--- src/hdl/tam_pkg.sv ---
`default_nettype none

package tam_pkg;

  localparam int unsigned COMPONENT_BITS_DEF = 16;
  localparam int unsigned FRACTION_BITS_DEF  = 14;

  // output field width and item counts
  localparam int unsigned DCM_W      = 16;
  localparam int unsigned DCM_ENTRY  = 9;
  localparam int unsigned IN_COMPS   = 12;
  localparam int unsigned FQ_DEPTH   = 2;

  // queue status seen by the back end
  typedef struct packed {
    logic avail;
    logic zero_vec;
    logic full;
  } fq_stat_t;

  // register stages in one normalizing unit: square, divide, root, round
  function automatic int unsigned unit_lat(input int unsigned f);
    return 3 * f + 7;
  endfunction

endpackage

`default_nettype wire

--- src/hdl/tam_front.sv ---
`default_nettype none

module tam_front #(
  parameter int unsigned CB = 16
) (
  input  wire logic                   clk_i,
  input  wire logic                   rst_ni,
  input  wire logic                   in_valid_i,
  output logic                        in_ready_o,
  input  wire logic [12*CB-1:0]       in_data_i,
  input  wire logic                   pop_i,
  output logic [12*CB-1:0]            out_data_o,
  output tam_pkg::fq_stat_t           stat_o
);
  import tam_pkg::*;

  localparam int unsigned IN_W = IN_COMPS * CB;
  localparam int unsigned PW   = $clog2(FQ_DEPTH);
  localparam int unsigned CNTW = $clog2(FQ_DEPTH + 1);

  logic [IN_W-1:0] data_q [FQ_DEPTH];
  logic            zero_q [FQ_DEPTH];
  logic [PW-1:0]   wr_ptr_q, rd_ptr_q;
  logic [CNTW-1:0] cnt_q, cnt_d;
  logic            push, pop, zero_c;

  // flag any of the four vectors that is all zero
  always_comb begin
    zero_c = 1'b0;
    for (int v = 0; v < 4; v++) begin
      if (in_data_i[v*3*CB +: 3*CB] == '0) zero_c = 1'b1;
    end
  end

  assign in_ready_o = (cnt_q != CNTW'(FQ_DEPTH));
  assign push       = in_valid_i && in_ready_o;
  assign pop        = pop_i && (cnt_q != '0);

  always_comb begin
    cnt_d = cnt_q;
    if (push && !pop) cnt_d = cnt_q + CNTW'(1);
    if (pop && !push) cnt_d = cnt_q - CNTW'(1);
  end

  always_ff @(posedge clk_i or negedge rst_ni) begin
    if (!rst_ni) begin
      cnt_q    <= '0;
      wr_ptr_q <= '0;
      rd_ptr_q <= '0;
    end else begin
      cnt_q <= cnt_d;
      if (push) wr_ptr_q <= wr_ptr_q + PW'(1);
      if (pop)  rd_ptr_q <= rd_ptr_q + PW'(1);
    end
  end

  always_ff @(posedge clk_i) begin
    if (push) begin
      data_q[wr_ptr_q] <= in_data_i;
      zero_q[wr_ptr_q] <= zero_c;
    end
  end

  assign out_data_o     = data_q[rd_ptr_q];
  assign stat_o.avail    = (cnt_q != '0);
  assign stat_o.zero_vec = zero_q[rd_ptr_q];
  assign stat_o.full     = !in_ready_o;

endmodule

`default_nettype wire

--- config.mk ---
export PLATFORM = sky130hd
export DESIGN_NAME = tam_front
export DESIGN_NICKNAME = d
export VERILOG_FILES = /design/src/hdl/tam_pkg.sv /design/src/hdl/tam_front.sv
export SDC_FILE = /design/constraint.sdc
export NUM_CORES = 1
export LEC_CHECK = 0
export ABC_AREA = 1
export BUFFER_PORTS_ARGS = -buffer_cell sky130_fd_sc_hd__buf_2
export CORE_MARGIN = 5
export CORE_UTILIZATION = 53
export DETAILED_ROUTE_END_ITERATION = 8
export PLACE_DENSITY = 0.78
export SYNTH_ARGS = -nofsm -noshare
export SYNTH_HDL_FRONTEND = slang
export SYNTH_SLANG_ARGS = --single-unit
--- constraint.sdc ---
create_clock -name clk_i -period 12.5 [get_ports clk_i]
set_input_delay 0.625 -clock clk_i [delete_from_list [all_inputs] [get_ports clk_i]]
set_output_delay 0.625 -clock clk_i [all_outputs]
set_load 0.02 [all_outputs]
==> flow_summary.toml <==
[run_status]
status = "complete, no violations"

[synthesis]
ys_warn_count = 0
synth_most_common_cell = "nand2_1"
synth_nets = 1405
synth_area_leaders = "edfxtp_1 (77%), nand2_1 (16%), nor2_1 (3.1%), buf_6 (1.4%), buf_2 (0.67%)"
synth_edf_count = 386
synthArstFlopShare_pct = 1.03
yosysSeqAreaShare_pct = 78.0
synth_top_area_cell = "edfxtp_1"
syn_area_um2 = 15000
avgSynthCellArea_um2 = 12.4
yosysUniqueCellTypes = 17
synth_cells = 1208
synth_ff_type = "edfxtp_1"
synth_commonest_cells = "nand2_1 (627), edfxtp_1 (386), nor2_1 (124)"
ys_seq_elements = 390
synth.top_cell.area_share_pct = 77.3

[power]
p_per_area_nw_per_um2 = 249
p_int_uw = 2860
p_sw_uw = 1720
p_sw_share_pct = 37.5
p_clk_share_pct = 24.1
ir_drop_mv = 0.176
leakage_uw = 0.00785
power_frac_seq_pct = 40.9
pwr-share-comb_pct = 34.9

[setup_path]
path_class = "reg -> out"
worst-path-max-fanout = 100
start_kind = "flip-flop"
end_kind = "output pin"
cp.required_ps = 11880
critPathArrivalTime_ps = 3240

[clock_network]
cts_tree = "built"
clk_pin_slew_worst_paths_ps = 60
clk_path_buf_depth = 3
htree_levels = 2
clock_sinks = 390
cts_buffers = 39
cts-root-buf = "clkbuf_16"
insertion_delay_ps = 500

[global_route]
grt_pass1_vias = 10200
grt_use_met1_pct = 26.1
grt_pass1_wl_um = 52700
grt_use_met3_pct = 5.45
grt_usage_pct = 21.4
grt-ovfl-total = 0
antenna_found_initial = 6
grt_max_degree = 101
grt_util_met2_pct = 37.5
grt_busiest_layer = "met2"

[die]
pin_count = 392
die_h_um = 178
rows = 61
die-area_um2 = 31800
core-area_um2 = 27900
start_util_pct = 53.8
die_w_um = 178

[timing]
fin_crit_ps = 3860
post-route-period-util_pct = 30.9
fmax_mhz = 259
relSlewSlack_pct = 29.3
setup_violations = 0
worst_pin_slew_ps = 1060
setup_tns_ps = 0
slew_violations = 0
worst_hold_slack_ps = 320
rsz0062_at_grt = "false"
final-hold-violation-count = 0
finClkSkew_ps = 19.1

[final_layout]
layout-drive-gt1-share_pct = 27.7
synthToLayoutAreaGrowth_pct = 22.8
fill_cells = 2054
finalCoreUtilization_pct = 66.1
num-nets-final = 1804

[detailed_routing]
drt.antenna.violating_nets = 0
dr.first_iter.drc_count = 801
drc_errors = 0
routedWlPerCell_um = 17.5
wirelength_um = 35400
vias = 10100
firstDrtPassIters = 6
vias_per_cell = 5.01

[placed_design]
place_hpwl_um = 24200
gp_congestion = 0.791
port_buffers = 391

[min_path]
min_path_type = "in -> reg"

[flow_run]
cap_viol_max_count = 0
registers in the layout, indices dropped and copies added, names as in the netlist:
name,count
data_q,384
wr_ptr_q,1
cnt_q,2
rd_ptr_q,1
zero_q,2
placed cells by master, fill, tap and decap left out:
cell type,synthesis,layout
clkinv_2,0,3
clkinv_1,0,10
nor2_4,0,2
inv_1,6,6
nor2_1,124,122
edfxtp_1,386,386
buf_2,20,391
dfrtp_1,4,3
dfrtp_4,0,1
a21oi_1,2,2
xnor2_1,1,1
xor2_1,2,2
dlygate4sd3_1,0,1
nand2_1,627,627
ha_1,1,1
or2_1,1,1
o21ai_0,1,1
bufinv_16,0,3
clkbuf_16,0,41
diode_2,0,9
buf_4,5,9
nand4_1,8,8
inv_6,0,1
clkbuf_1,0,11
nand2_2,1,1
layer usage:
| metal | vias up | part of all wire, % |
|---|---|---|
| met4 | 4 | 2.5 |
| met1 | 4794 | 37 |
| li1 | 4847 | - |
| met3 | 65 | 9.2 |
| met5 | - | 0.076 |
| met2 | 425 | 51 |
power groups by stage:
stage	clock network, uW	registers (uW)	logic (uW)
2_1_floorplan	0	1960	1100
3_3_place_gp	0	1890	1590
3_5_place_dp	0	1900	1610
4_1_cts	1130	1880	1620
5_1_grt	1180	1900	1740
6_report	1110	1870	1600
metrics by stage:
| stage | setup slack, ps | cell area (um2) | std cells | total power [uW] |
|---|---|---|---|---|
| after global routing | 8390 | 18400 | 2016 | 4820 |
| after CTS | 8620 | 18400 | 2012 | 4620 |
| final | 8640 | 18400 | 2021 | 4580 |
| after floorplan | 2870 | 15000 | 1208 | 3060 |
| after detailed placement | 9170 | 17200 | 1943 | 3510 |
| after global placement | 9220 | 17200 | 1943 | 3480 |
kinds of logic after synthesis:
kind of cell	count (synthesis)	synth area share, %
flip-flops	390	78.0
XOR/XNOR	3	0.175
AO/OA/AOI/OAI	3	0.100
AND/OR/NAND/NOR	761	19.2
buffers and inverters	50	2.46
adder cells (fa/ha/maj)	1	0.0834
worst paths after layout:
| kind | startpoint | to | slack [ps] | cells past startpoint |
|---|---|---|---|---|
| hold reg to reg | cnt_q[0] | cnt_q[0] | 540 | 1 |
| max in group asynchronous | rst_ni | rd_ptr_q | 11850 | 2 |
| min in group asynchronous | rst_ni | cnt_q[0] | 510 | 2 |
| hold / removal | in_data_i[185] | data_q[0][185] | 320 | 1 |
| setup / recovery | rd_ptr_q | out_data_o[71] | 8640 | 5 |
| setup reg to reg | cnt_q[1] | data_q[0][87] | 9220 | 7 |
final cells by class:
class,instances,area (um2),share of cell area (%)
timing repair buffer,401,2030,11.0
clock inverter,16,143,0.775
clock buffer,52,1070,5.80
multi-input combinational,768,2950,16.0
tap,378,473,2.57
sequential,390,11700,63.5
inverter,7,31.3,0.170
antenna,9,22.5,0.122
worst max-delay path: stages (launching register included):
cell and delay (ps):
dfrtp_4 670, inv_6 630, buf_4 860, nand2_1 140, nand2_1 140, buf_2 180
timing repair:
action / CTS / global route
buffers inserted: 0 / 0
hold endpoints to repair: 4 / 0
resized for setup: 0 / 0
hold buffers: 1 / 0
Power figures use the tool's default switching activity.
